==> config.mk <==
export PLATFORM = sky130hd
export DESIGN_NAME = sorted_priority_queue_flat
export DESIGN_NICKNAME = d
export VERILOG_FILES = /design/src/rtl/spq_pkg.sv /design/src/rtl/spq_if.sv /design/src/rtl/spq_store.sv /design/src/rtl/sorted_priority_queue.sv /design/src/flat_wrapper.sv
export VERILOG_INCLUDE_DIRS = /design/src /design/src/rtl
export SDC_FILE = /design/constraint.sdc
export NUM_CORES = 1
export LEC_CHECK = 0
export BUFFER_PORTS_ARGS = -buffer_cell sky130_fd_sc_hd__buf_2
export CAP_MARGIN = 10
export CORE_ASPECT_RATIO = 0.9
export CORE_MARGIN = 5
export CORE_UTILIZATION = 56
export DETAILED_ROUTE_END_ITERATION = 8
export GPL_ROUTABILITY_DRIVEN = 1
export GPL_TIMING_DRIVEN = 0
export PLACE_DENSITY = 0.73
export SLEW_MARGIN = 10
export SYNTH_ARGS = -nofsm -noshare
export SYNTH_HDL_FRONTEND = slang
export SYNTH_SLANG_ARGS = --single-unit
==> constraint.sdc <==
create_clock -name clock -period 4.6 [get_ports clock]
set_input_delay 0.92 -clock clock [delete_from_list [all_inputs] [get_ports clock]]
set_output_delay 0.92 -clock clock [all_outputs]
set_load 0.005 [all_outputs]
==> src/rtl/sorted_priority_queue_assert.svh <==
// Assertion macros for the queue RTL.
`ifndef SORTED_PRIORITY_QUEUE_ASSERT_SVH
`define SORTED_PRIORITY_QUEUE_ASSERT_SVH

// Same-cycle implication, checked out of reset.
`define SPQ_ASSERT_NOW(lbl, ante, cons, msg) \
   lbl: assert property (@(posedge clock) disable iff (reset) (ante) |-> (cons)) \
      else $error(msg);

// Next-cycle implication, checked out of reset.
`define SPQ_ASSERT_NEXT(lbl, ante, cons, msg) \
   lbl: assert property (@(posedge clock) disable iff (reset) (ante) |=> (cons)) \
      else $error(msg);

`endif

==> src/rtl/spq_pkg.sv <==
package spq_pkg;

   localparam int CAPACITY = 16;
   localparam int PTR_W    = $clog2(CAPACITY);
   localparam int CNT_W    = $clog2(CAPACITY + 1);

   localparam int ID_W   = 16;
   localparam int KEY_W  = 10;
   localparam int DAYS_W = 13;
   localparam int OCC_W  = 5;
   localparam int STAT_W = 2;

   typedef enum logic {
      CMD_INSERT = 1'b0,
      CMD_REMOVE = 1'b1
   } command_type;

   typedef enum logic [STAT_W-1:0] {
      STAT_INSERTED = 2'd0,
      STAT_REMOVED  = 2'd1,
      STAT_EMPTY    = 2'd2,
      STAT_FULL     = 2'd3
   } status_type;

   typedef struct packed {
      logic [ID_W-1:0]  id;
      logic [KEY_W-1:0] key;
   } entry_type;

   // Logical indexes: 0 is the head of the queue.
   typedef struct packed {
      logic [PTR_W-1:0] rd_idx;
      logic             wr_en;
      logic [PTR_W-1:0] wr_idx;
      entry_type        wr_data;
      logic             pop;
   } store_ctl_type;

endpackage

==> src/rtl/spq_if.sv <==
interface spq_req_if;
   logic                       valid;
   logic                       ready;
   logic                       command;
   logic [spq_pkg::ID_W-1:0]   item_id;
   logic [spq_pkg::KEY_W-1:0]  priority_key;

   modport source (output valid, command, item_id, priority_key, input ready);
   modport sink   (input valid, command, item_id, priority_key, output ready);
endinterface

interface spq_rsp_if;
   logic                        valid;
   logic                        ready;
   logic [spq_pkg::STAT_W-1:0]  status;
   logic [spq_pkg::ID_W-1:0]    removed_id;
   logic [spq_pkg::KEY_W-1:0]   removed_key;
   logic [spq_pkg::DAYS_W-1:0]  derived_days;
   logic [spq_pkg::OCC_W-1:0]   occupancy;

   modport source (output valid, status, removed_id, removed_key, derived_days, occupancy,
                   input ready);
   modport sink   (input valid, status, removed_id, removed_key, derived_days, occupancy,
                   output ready);
endinterface

==> src/rtl/spq_store.sv <==
// Ring buffer of entries: logical index is relative to a head pointer, so a
// pop only advances the pointer. One write and one registered read per cycle.
module spq_store (
   input  logic                   clock,
   input  logic                   reset,
   input  spq_pkg::store_ctl_type ctl,
   output spq_pkg::entry_type     rd_data
);
   import spq_pkg::*;

   entry_type        mem [CAPACITY];
   entry_type        rd_data_ff;
   logic [PTR_W-1:0] base_ff;
   logic [PTR_W-1:0] base_in;

   function automatic logic [PTR_W-1:0] phys(logic [PTR_W-1:0] b, logic [PTR_W-1:0] idx);
      logic [PTR_W:0] sum;
      sum = {1'b0, b} + {1'b0, idx};
      if (sum >= (PTR_W+1)'(CAPACITY)) begin
         sum = sum - (PTR_W+1)'(CAPACITY);
      end
      return sum[PTR_W-1:0];
   endfunction

   always_comb begin
      base_in = base_ff;
      if (ctl.pop) begin
         base_in = phys(base_ff, PTR_W'(1));
      end
   end

   always_ff @(posedge clock) begin
      if (reset) begin
         base_ff <= '0;
      end else begin
         base_ff <= base_in;
      end
   end

   always_ff @(posedge clock) begin
      if (ctl.wr_en) begin
         mem[phys(base_ff, ctl.wr_idx)] <= ctl.wr_data;
      end
      rd_data_ff <= mem[phys(base_ff, ctl.rd_idx)];
   end

   assign rd_data = rd_data_ff;

endmodule

==> src/rtl/sorted_priority_queue.sv <==
// Bounded priority queue of up to CAPACITY entries held in descending key order
// in a ring buffer with one write and one registered read port, and one key
// comparator stepping through it. Each request gives one response with the
// status and the occupancy after it. A remove on empty, an insert on full and an
// insert into an empty queue go straight to the response step; a remove reads
// the head, then advances the pointer; any other insert moves entries toward the
// tail until its place is found. The insert walks from the tail one entry a
// cycle, comparing and moving it while the read port fetches the next one. A
// response that has not been taken holds the block in its last step, and so
// holds off the next request, until the response beat goes out. A new request
// is taken only in the idle state.
module sorted_priority_queue (
   input logic       clock,
   input logic       reset,
   spq_req_if.sink   req,
   spq_rsp_if.source rsp
);
   import spq_pkg::*;

   typedef enum logic [4:0] {
      ST_IDLE   = 5'b00001,
      ST_SCAN   = 5'b00010,
      ST_PLACE  = 5'b00100,
      ST_POP    = 5'b01000,
      ST_FINISH = 5'b10000
   } state_type;

   state_type         state_ff, state_in;
   logic [CNT_W-1:0]  cnt_ff, cnt_in;
   logic [PTR_W-1:0]  idx_ff, idx_in;
   logic [ID_W-1:0]   id_ff, id_in;
   logic [KEY_W-1:0]  key_ff, key_in;

   status_type        res_stat_ff, res_stat_in;
   logic [ID_W-1:0]   res_id_ff, res_id_in;
   logic [KEY_W-1:0]  res_key_ff, res_key_in;
   logic [DAYS_W-1:0] res_days_ff, res_days_in;

   logic              rsp_valid_ff, rsp_valid_in;
   status_type        rsp_stat_ff, rsp_stat_in;
   logic [ID_W-1:0]   rsp_id_ff, rsp_id_in;
   logic [KEY_W-1:0]  rsp_key_ff, rsp_key_in;
   logic [DAYS_W-1:0] rsp_days_ff, rsp_days_in;
   logic [OCC_W-1:0]  rsp_occ_ff, rsp_occ_in;

   store_ctl_type     ctl;
   entry_type         rd;
   logic              accept;
   logic              rsp_free;
   logic              key_lt;
   logic              key_eq;
   logic              go_down;

   spq_store u_store (
      .clock   (clock),
      .reset   (reset),
      .ctl     (ctl),
      .rd_data (rd)
   );

   assign req.ready = (state_ff == ST_IDLE);
   assign accept    = req.valid && req.ready;
   assign rsp_free  = !rsp_valid_ff || rsp.ready;

   // Key comparator for the scan. Head is displaced only by a strictly larger key.
   assign key_lt  = rd.key < key_ff;
   assign key_eq  = rd.key == key_ff;
   assign go_down = key_lt || (key_eq && (idx_ff != '0));

   always_comb begin
      state_in     = state_ff;
      cnt_in       = cnt_ff;
      idx_in       = idx_ff;
      id_in        = id_ff;
      key_in       = key_ff;
      res_stat_in  = res_stat_ff;
      res_id_in    = res_id_ff;
      res_key_in   = res_key_ff;
      res_days_in  = res_days_ff;
      rsp_valid_in = rsp_valid_ff && !rsp.ready;
      rsp_stat_in  = rsp_stat_ff;
      rsp_id_in    = rsp_id_ff;
      rsp_key_in   = rsp_key_ff;
      rsp_days_in  = rsp_days_ff;
      rsp_occ_in   = rsp_occ_ff;
      ctl.rd_idx   = '0;
      ctl.wr_en    = 1'b0;
      ctl.wr_idx   = '0;
      ctl.wr_data  = '{id: id_ff, key: key_ff};
      ctl.pop      = 1'b0;

      case (state_ff)
         ST_IDLE: begin
            if (accept) begin
               id_in       = req.item_id;
               key_in      = req.priority_key;
               res_id_in   = '0;
               res_key_in  = '0;
               res_days_in = '0;
               if (req.command == CMD_REMOVE) begin
                  if (cnt_ff == '0) begin
                     res_stat_in = STAT_EMPTY;
                     state_in    = ST_FINISH;
                  end else begin
                     ctl.rd_idx  = '0;
                     res_stat_in = STAT_REMOVED;
                     state_in    = ST_POP;
                  end
               end else begin
                  if (cnt_ff == CNT_W'(CAPACITY)) begin
                     res_stat_in = STAT_FULL;
                     state_in    = ST_FINISH;
                  end else if (cnt_ff == '0) begin
                     ctl.wr_en   = 1'b1;
                     ctl.wr_idx  = '0;
                     ctl.wr_data = '{id: req.item_id, key: req.priority_key};
                     cnt_in      = cnt_ff + CNT_W'(1);
                     res_stat_in = STAT_INSERTED;
                     state_in    = ST_FINISH;
                  end else begin
                     // start at the tail entry
                     idx_in      = PTR_W'(cnt_ff - CNT_W'(1));
                     ctl.rd_idx  = PTR_W'(cnt_ff - CNT_W'(1));
                     cnt_in      = cnt_ff + CNT_W'(1);
                     res_stat_in = STAT_INSERTED;
                     state_in    = ST_SCAN;
                  end
               end
            end
         end
         ST_SCAN: begin
            ctl.wr_en  = 1'b1;
            ctl.wr_idx = idx_ff + PTR_W'(1);
            if (go_down) begin
               ctl.wr_data = rd;
               if (idx_ff == '0) begin
                  state_in = ST_PLACE;
               end else begin
                  idx_in     = idx_ff - PTR_W'(1);
                  ctl.rd_idx = idx_ff - PTR_W'(1);
               end
            end else begin
               state_in = ST_FINISH;
            end
         end
         ST_PLACE: begin
            ctl.wr_en  = 1'b1;
            ctl.wr_idx = '0;
            state_in   = ST_FINISH;
         end
         ST_POP: begin
            res_id_in   = rd.id;
            res_key_in  = rd.key;
            res_days_in = DAYS_W'({rd.key, 2'b00}) + DAYS_W'(rd.key);
            ctl.pop     = 1'b1;
            cnt_in      = cnt_ff - CNT_W'(1);
            state_in    = ST_FINISH;
         end
         ST_FINISH: begin
            if (rsp_free) begin
               rsp_valid_in = 1'b1;
               rsp_stat_in  = res_stat_ff;
               rsp_id_in    = res_id_ff;
               rsp_key_in   = res_key_ff;
               rsp_days_in  = res_days_ff;
               rsp_occ_in   = OCC_W'(cnt_ff);
               state_in     = ST_IDLE;
            end
         end
         default: begin
            state_in = ST_IDLE;
         end
      endcase
   end

   always_ff @(posedge clock) begin
      if (reset) begin
         state_ff     <= ST_IDLE;
         cnt_ff       <= '0;
         rsp_valid_ff <= 1'b0;
      end else begin
         state_ff     <= state_in;
         cnt_ff       <= cnt_in;
         rsp_valid_ff <= rsp_valid_in;
      end
   end

   always_ff @(posedge clock) begin
      idx_ff      <= idx_in;
      id_ff       <= id_in;
      key_ff      <= key_in;
      res_stat_ff <= res_stat_in;
      res_id_ff   <= res_id_in;
      res_key_ff  <= res_key_in;
      res_days_ff <= res_days_in;
      rsp_stat_ff <= rsp_stat_in;
      rsp_id_ff   <= rsp_id_in;
      rsp_key_ff  <= rsp_key_in;
      rsp_days_ff <= rsp_days_in;
      rsp_occ_ff  <= rsp_occ_in;
   end

   assign rsp.valid        = rsp_valid_ff;
   assign rsp.status       = rsp_stat_ff;
   assign rsp.removed_id   = rsp_id_ff;
   assign rsp.removed_key  = rsp_key_ff;
   assign rsp.derived_days = rsp_days_ff;
   assign rsp.occupancy    = rsp_occ_ff;

`include "sorted_priority_queue_assert.svh"

   `SPQ_ASSERT_NOW(a_cnt_bound, 1'b1, cnt_ff <= CNT_W'(CAPACITY),
      "entry count over capacity")
   `SPQ_ASSERT_NOW(a_scan_in_range, state_ff == ST_SCAN, CNT_W'(idx_ff) < cnt_ff,
      "scan index past tail")
   `SPQ_ASSERT_NEXT(a_empty_pop_keeps,
      accept && (req.command == CMD_REMOVE) && (cnt_ff == '0),
      (cnt_ff == '0) && (state_ff == ST_FINISH), "remove on empty changed count")

endmodule
==> src/flat_wrapper.sv <==
// flat-port wrapper written by rule: the top's interface ports become plain ports
module sorted_priority_queue_flat import spq_pkg::*;
  (clock, reset, req_valid, req_command, req_item_id, req_priority_key, req_ready, rsp_valid, rsp_status, rsp_removed_id, rsp_removed_key, rsp_derived_days, rsp_occupancy, rsp_ready);
  spq_req_if req_i ();
  spq_rsp_if rsp_i ();
  input logic clock;
  input logic reset;
  input wire logic [$bits(req_i.valid)-1:0] req_valid;
  input wire logic [$bits(req_i.command)-1:0] req_command;
  input wire logic [$bits(req_i.item_id)-1:0] req_item_id;
  input wire logic [$bits(req_i.priority_key)-1:0] req_priority_key;
  output wire logic [$bits(req_i.ready)-1:0] req_ready;
  output wire logic [$bits(rsp_i.valid)-1:0] rsp_valid;
  output wire logic [$bits(rsp_i.status)-1:0] rsp_status;
  output wire logic [$bits(rsp_i.removed_id)-1:0] rsp_removed_id;
  output wire logic [$bits(rsp_i.removed_key)-1:0] rsp_removed_key;
  output wire logic [$bits(rsp_i.derived_days)-1:0] rsp_derived_days;
  output wire logic [$bits(rsp_i.occupancy)-1:0] rsp_occupancy;
  input wire logic [$bits(rsp_i.ready)-1:0] rsp_ready;
  assign req_i.valid = req_valid;
  assign req_i.command = req_command;
  assign req_i.item_id = req_item_id;
  assign req_i.priority_key = req_priority_key;
  assign req_ready = req_i.ready;
  assign rsp_valid = rsp_i.valid;
  assign rsp_status = rsp_i.status;
  assign rsp_removed_id = rsp_i.removed_id;
  assign rsp_removed_key = rsp_i.removed_key;
  assign rsp_derived_days = rsp_i.derived_days;
  assign rsp_occupancy = rsp_i.occupancy;
  assign rsp_i.ready = rsp_ready;
  sorted_priority_queue u_core (.clock(clock), .reset(reset), .req(req_i), .rsp(rsp_i));
endmodule
==> flow_results.org <==
** GRT
- The total overflow left after global routing is 0.
- The number of antenna violations at the first check in global routing was 1.
- In the global route stage, overall resource usage came out at 22.5%.
- The first global-routing pass estimated 74900 µm of wire.
- The number of global-route vias before repair is 11900.
- Pin count of the biggest net entering global routing :: 31

** Clock tree
- Clock latency of the later-clocked register in the worst-skew pair :: 0.63 ns
- For this design, the CTS-stage hold fixing added 0 buffers.
- TritonCTS built the clock tree.
- The clock passes through at most 3 buffers.
- Clock transition at the registers of the reported paths :: 0.07 ns
- The H-tree was split into 2 levels.
- In this run the clock root is driven by a clkbuf_16.
- Clock tree synthesis inserted a total of 55 buffers.
- The clock net in this run drives a total of 570 sinks.

** Place
- Before CTS, the worst setup slack after placement is -2.03 ns.
- Placer congestion estimate :: 0.796
- Estimated wirelength of the detail-placed design :: 32300 µm
- After detailed placement, the total cell area comes to 24200 µm².
- During placement, the flow inserted port buffers numbering 77.
- Total placed cells including tap cells :: 1790

** Drt
- Length of the first detailed-routing pass in iterations :: 5
- Number of vias after detailed routing :: 11600
- DRT antenna net count :: 0
- Vias per cell :: 6.10
- Initial drt markers :: 1109
- Number of remaining DRC errors :: 0
- WL/cell :: 26.4 µm
- Final Routed Wirelength :: 50100 µm

** Power
- For this design the ratio of total power to cell area is 437 nW/µm².
- Reg power frac :: 52.6%
- VDD sags by at most 0.286 mV.
- For this design the total switching power over the nets is 2590 µW.
- The clock network accounts for 38.9% of the total power.
- Internal Dissipation :: 8850 µW
- P_leak :: 0.00881 µW
- Portion of total power attributed to combinational logic :: 8.5%
- Net switching is 22.6% of the power.

** Finish
- Number of nets in the finished design :: 1378
- 0 antenna diodes ended up in the layout.
- The finished cells cover 26200 µm².
- Final cell count without fillers :: 1893
- Layout overhead on the synthesized area :: 16.1%
- The post-route netlist has 26.5% of its cells at a drive strength greater than 1.
- Fill cells in the final layout number 2571.

** Setup path
- The largest individual stage delay along the critical path comes from the cell fa_2.
- Counting buffers and inverters, the worst setup path is 14 cells deep.
- The worst register-to-register path has a depth of 14.
- Series of cell instances along the critical path :: ha_1, nand4_1, a211oi_2, a2111oi_4, o21bai_4, clkbuf_8, o32ai_1, ha_1, fa_2, buf_4, clkbuf_4, mux4_2, mux2i_1, mux2i_1
- The number of buffers and inverters on the critical path is 3.
- Kind of cell with the highest combined delay on the critical path :: adder cells
- Peak per-stage delay on the critical path :: 0.68 ns
- The worst setup path is captured at a flop.
- STA classifies the critical path startpoint as a flop.
- WP data arrival :: 4.94 ns
- Largest fanout on the critical path :: 19
- Data on the critical path is required at its endpoint by 5.07 ns.
- Path type of the worst setup path :: reg2reg

** Timing
- Endpoints failing setup :: 0
- Max frequency :: 224 MHz
- Max-slew headroom at the worst pin :: 23.6%
- Final hold analysis gives a worst-case slack of 0.416 ns.
- Setup skew after layout :: 0.0265 ns
- Hold Violations, Final :: 0
- After layout, the worst path uses 97.2% of the clock period.
- The number of pins exceeding their max-slew limit in the final report was 0.
- Total Neg Setup Slack :: 0 ns
- After layout, the minimum clock period comes to 4.47 ns.
- At the pin with the least slew margin, the transition time is 1.14 ns.
- Final worst-path setup slack :: 0.130 ns

** Floorplanning
- Measured along the y axis, the die boundary spans 200 µm.
- The total area inside the core boundary comes to 39600 µm².
- Measured along the x axis, the die boundary spans 221 µm.
- Floorplan row count :: 69
- For this configuration, the core starts out at a cell density of 56.9%.
- 79 I/O pins were placed.
- Floorplan die area :: 44400 µm²

** Synth
- Yosys mapped a number of flops with a built-in enable equal to 529.
- Dominant synthesized flop cell :: edfxtp_1
- After Yosys synthesis, full adders, half adders and majority gates account for 1.93% of the synthesized area.
- After Yosys synthesis, XOR and XNOR cells account for 1.02% of the synthesized area.
- Fraction of the yosys area taken by sequential cells :: 74.1%
- Synth async-reset ratio :: 0%
- Synth Cell Area :: 22500 µm²
- Summing the areas of all compound-gate instances in the mapped netlist gives 2.94% of the synthesized area.
- Yosys mapped the design onto 57 distinct sky130hd cell types.
- Counting flops and latches in the post-synthesis netlist gives 570.
- Mean post-synth cell area :: 19.4 µm²
- Total nets after synthesis :: 1226
- In the synthesized netlist, the number of instances is 1162.
- After synthesis, the largest family of logic cells by area is multiplexers.
- Summing the areas of all and, or, nand and nor instances in the mapped netlist gives 4.32% of the synthesized area.
- Share of synthesized area spent on multiplexers :: 14.0%
- During synthesis, Yosys emitted a total of 0 warnings.

** Hold path
- Worst min path class :: reg2reg
- The worst hold path passes through 0 cells.

** Job
- Maxcap violations :: 0

** Outcome
- Status :: completed
layer usage:
layer  wire, µm  GRT usage [%]  share of wire [%]
met4       1580           7.73                3.1
met2      24500           37.2                 49
met3       4370           5.17                8.7
met5          0              0                  0
met1      19600           30.2                 39
logic make-up (layout without fill, tap and decap cells):
family | after synthesis | after routing
AOI/OAI and AO/OA | 87 | 87
xor gates and xnor gates | 24 | 24
adders and majority gates | 33 | 33
buffers and inverters | 81 | 280
DFF | 570 | 570
muxes | 184 | 184
and+or+nand+nor | 183 | 183
synth_stat cells (13+ instances only):
cell,number,share of area [%]
nor2_1,54,0.90
edfxtp_1,529,70
dfxtp_1,41,3.6
a221o_1,23,1.0
xnor2_1,13,0.51
nand3_1,13,0.29
clkbuf_1,32,0.53
and2_1,27,0.75
nand2_1,23,0.38
mux2i_1,78,3.5
a21oi_1,20,0.44
and3_1,25,0.69
mux4_2,104,10
ha_1,30,1.7
inv_1,26,0.43
final cells by class:
type	instances	area, µm²	share of cell area [%]
sequential	570	16700	63.8
multi-input combinational	511	5620	21.5
clock buffer	74	1510	5.76
timing repair buffer	98	886	3.39
tap	532	666	2.54
buffer	52	382	1.46
clock inverter	30	299	1.14
inverter	26	97.6	0.373
power by group through the flow:
stage	sequential [µW]	combinational [µW]	clock [µW]
2_1_floorplan	6090	641	0
3_3_place_gp	6120	879	0
3_5_place_dp	6120	943	0
4_1_cts	6010	970	4520
5_1_grt	6020	1070	4750
6_report	6010	975	4450
flip-flops by register name, summed over array words and instances, names as in the netlist, 5 cells and up:
name	flops
u_core.res_days_ff	13
u_core.res_key_ff	8
u_core.key_ff	10
u_core.u_store.mem	416
u_core.rsp.occupancy	5
u_core.id_ff	16
u_core.state_ff	5
u_core.cnt_ff	5
u_core.rsp.derived_days	13
u_core.u_store.rd_data	26
u_core.rsp.removed_id	16
u_core.rsp.removed_key	8
u_core.res_id_ff	16
metrics by stage:
stage	util (%)	power [µW]
finish	66.0	11400
global route	66.0	11800
CTS	66.0	11500
detailed placement	61.1	7070
global placement	59.5	7000
floorplan	-	6730
cells in the final DEF (no fill, tap or decap), drive strengths merged, types with 5 or more instances in the layout:
| cell | Yosys | final |
|---|---|---|
| xor2 | 10 | 10 |
| xnor2 | 14 | 14 |
| ha | 30 | 30 |
| nor2 | 54 | 54 |
| a221o | 23 | 23 |
| edfxtp | 529 | 529 |
| inv | 26 | 28 |
| clkinvlp | 0 | 6 |
| clkbuf | 32 | 104 |
| a21oi | 20 | 20 |
| nor3 | 8 | 8 |
| o211ai | 5 | 5 |
| nor2b | 7 | 7 |
| mux2i | 78 | 78 |
| buf | 23 | 118 |
| dfxtp | 41 | 41 |
| nand2b | 5 | 5 |
| o21ai | 14 | 14 |
| and3 | 25 | 25 |
| nand3 | 14 | 14 |
| clkinv | 0 | 18 |
| a211oi | 5 | 5 |
| and2 | 27 | 27 |
| nor4 | 5 | 5 |
| nand2 | 23 | 23 |
| a21o | 5 | 5 |
| mux4 | 104 | 104 |
worst paths after layout:
| kind | startpoint | slack, ns | end |
|---|---|---|---|
| setup reg to reg | u_core.u_store.rd_data[7]$_DFF_P_ | 0.13 | u_core.u_store.rd_data[3]$_DFF_P_ |
| hold reg to reg | u_core.res_id_ff[1]$_SDFFCE_PN0P_ | 0.42 | u_core.rsp.removed_id[1]$_DFFE_PP_ |
| setup / recovery | u_core.u_store.rd_data[7]$_DFF_P_ | 0.13 | u_core.u_store.rd_data[3]$_DFF_P_ |
| hold / removal | u_core.res_id_ff[1]$_SDFFCE_PN0P_ | 0.42 | u_core.rsp.removed_id[1]$_DFFE_PP_ |
what timing repair did:
action | in CTS | in global routing
setup endpoints to repair | 26 | 26
pin swaps | 3 | 1
buffers inserted | 1 | 0
resized for setup | 50 | 3
Power figures use the tool's default switching activity.
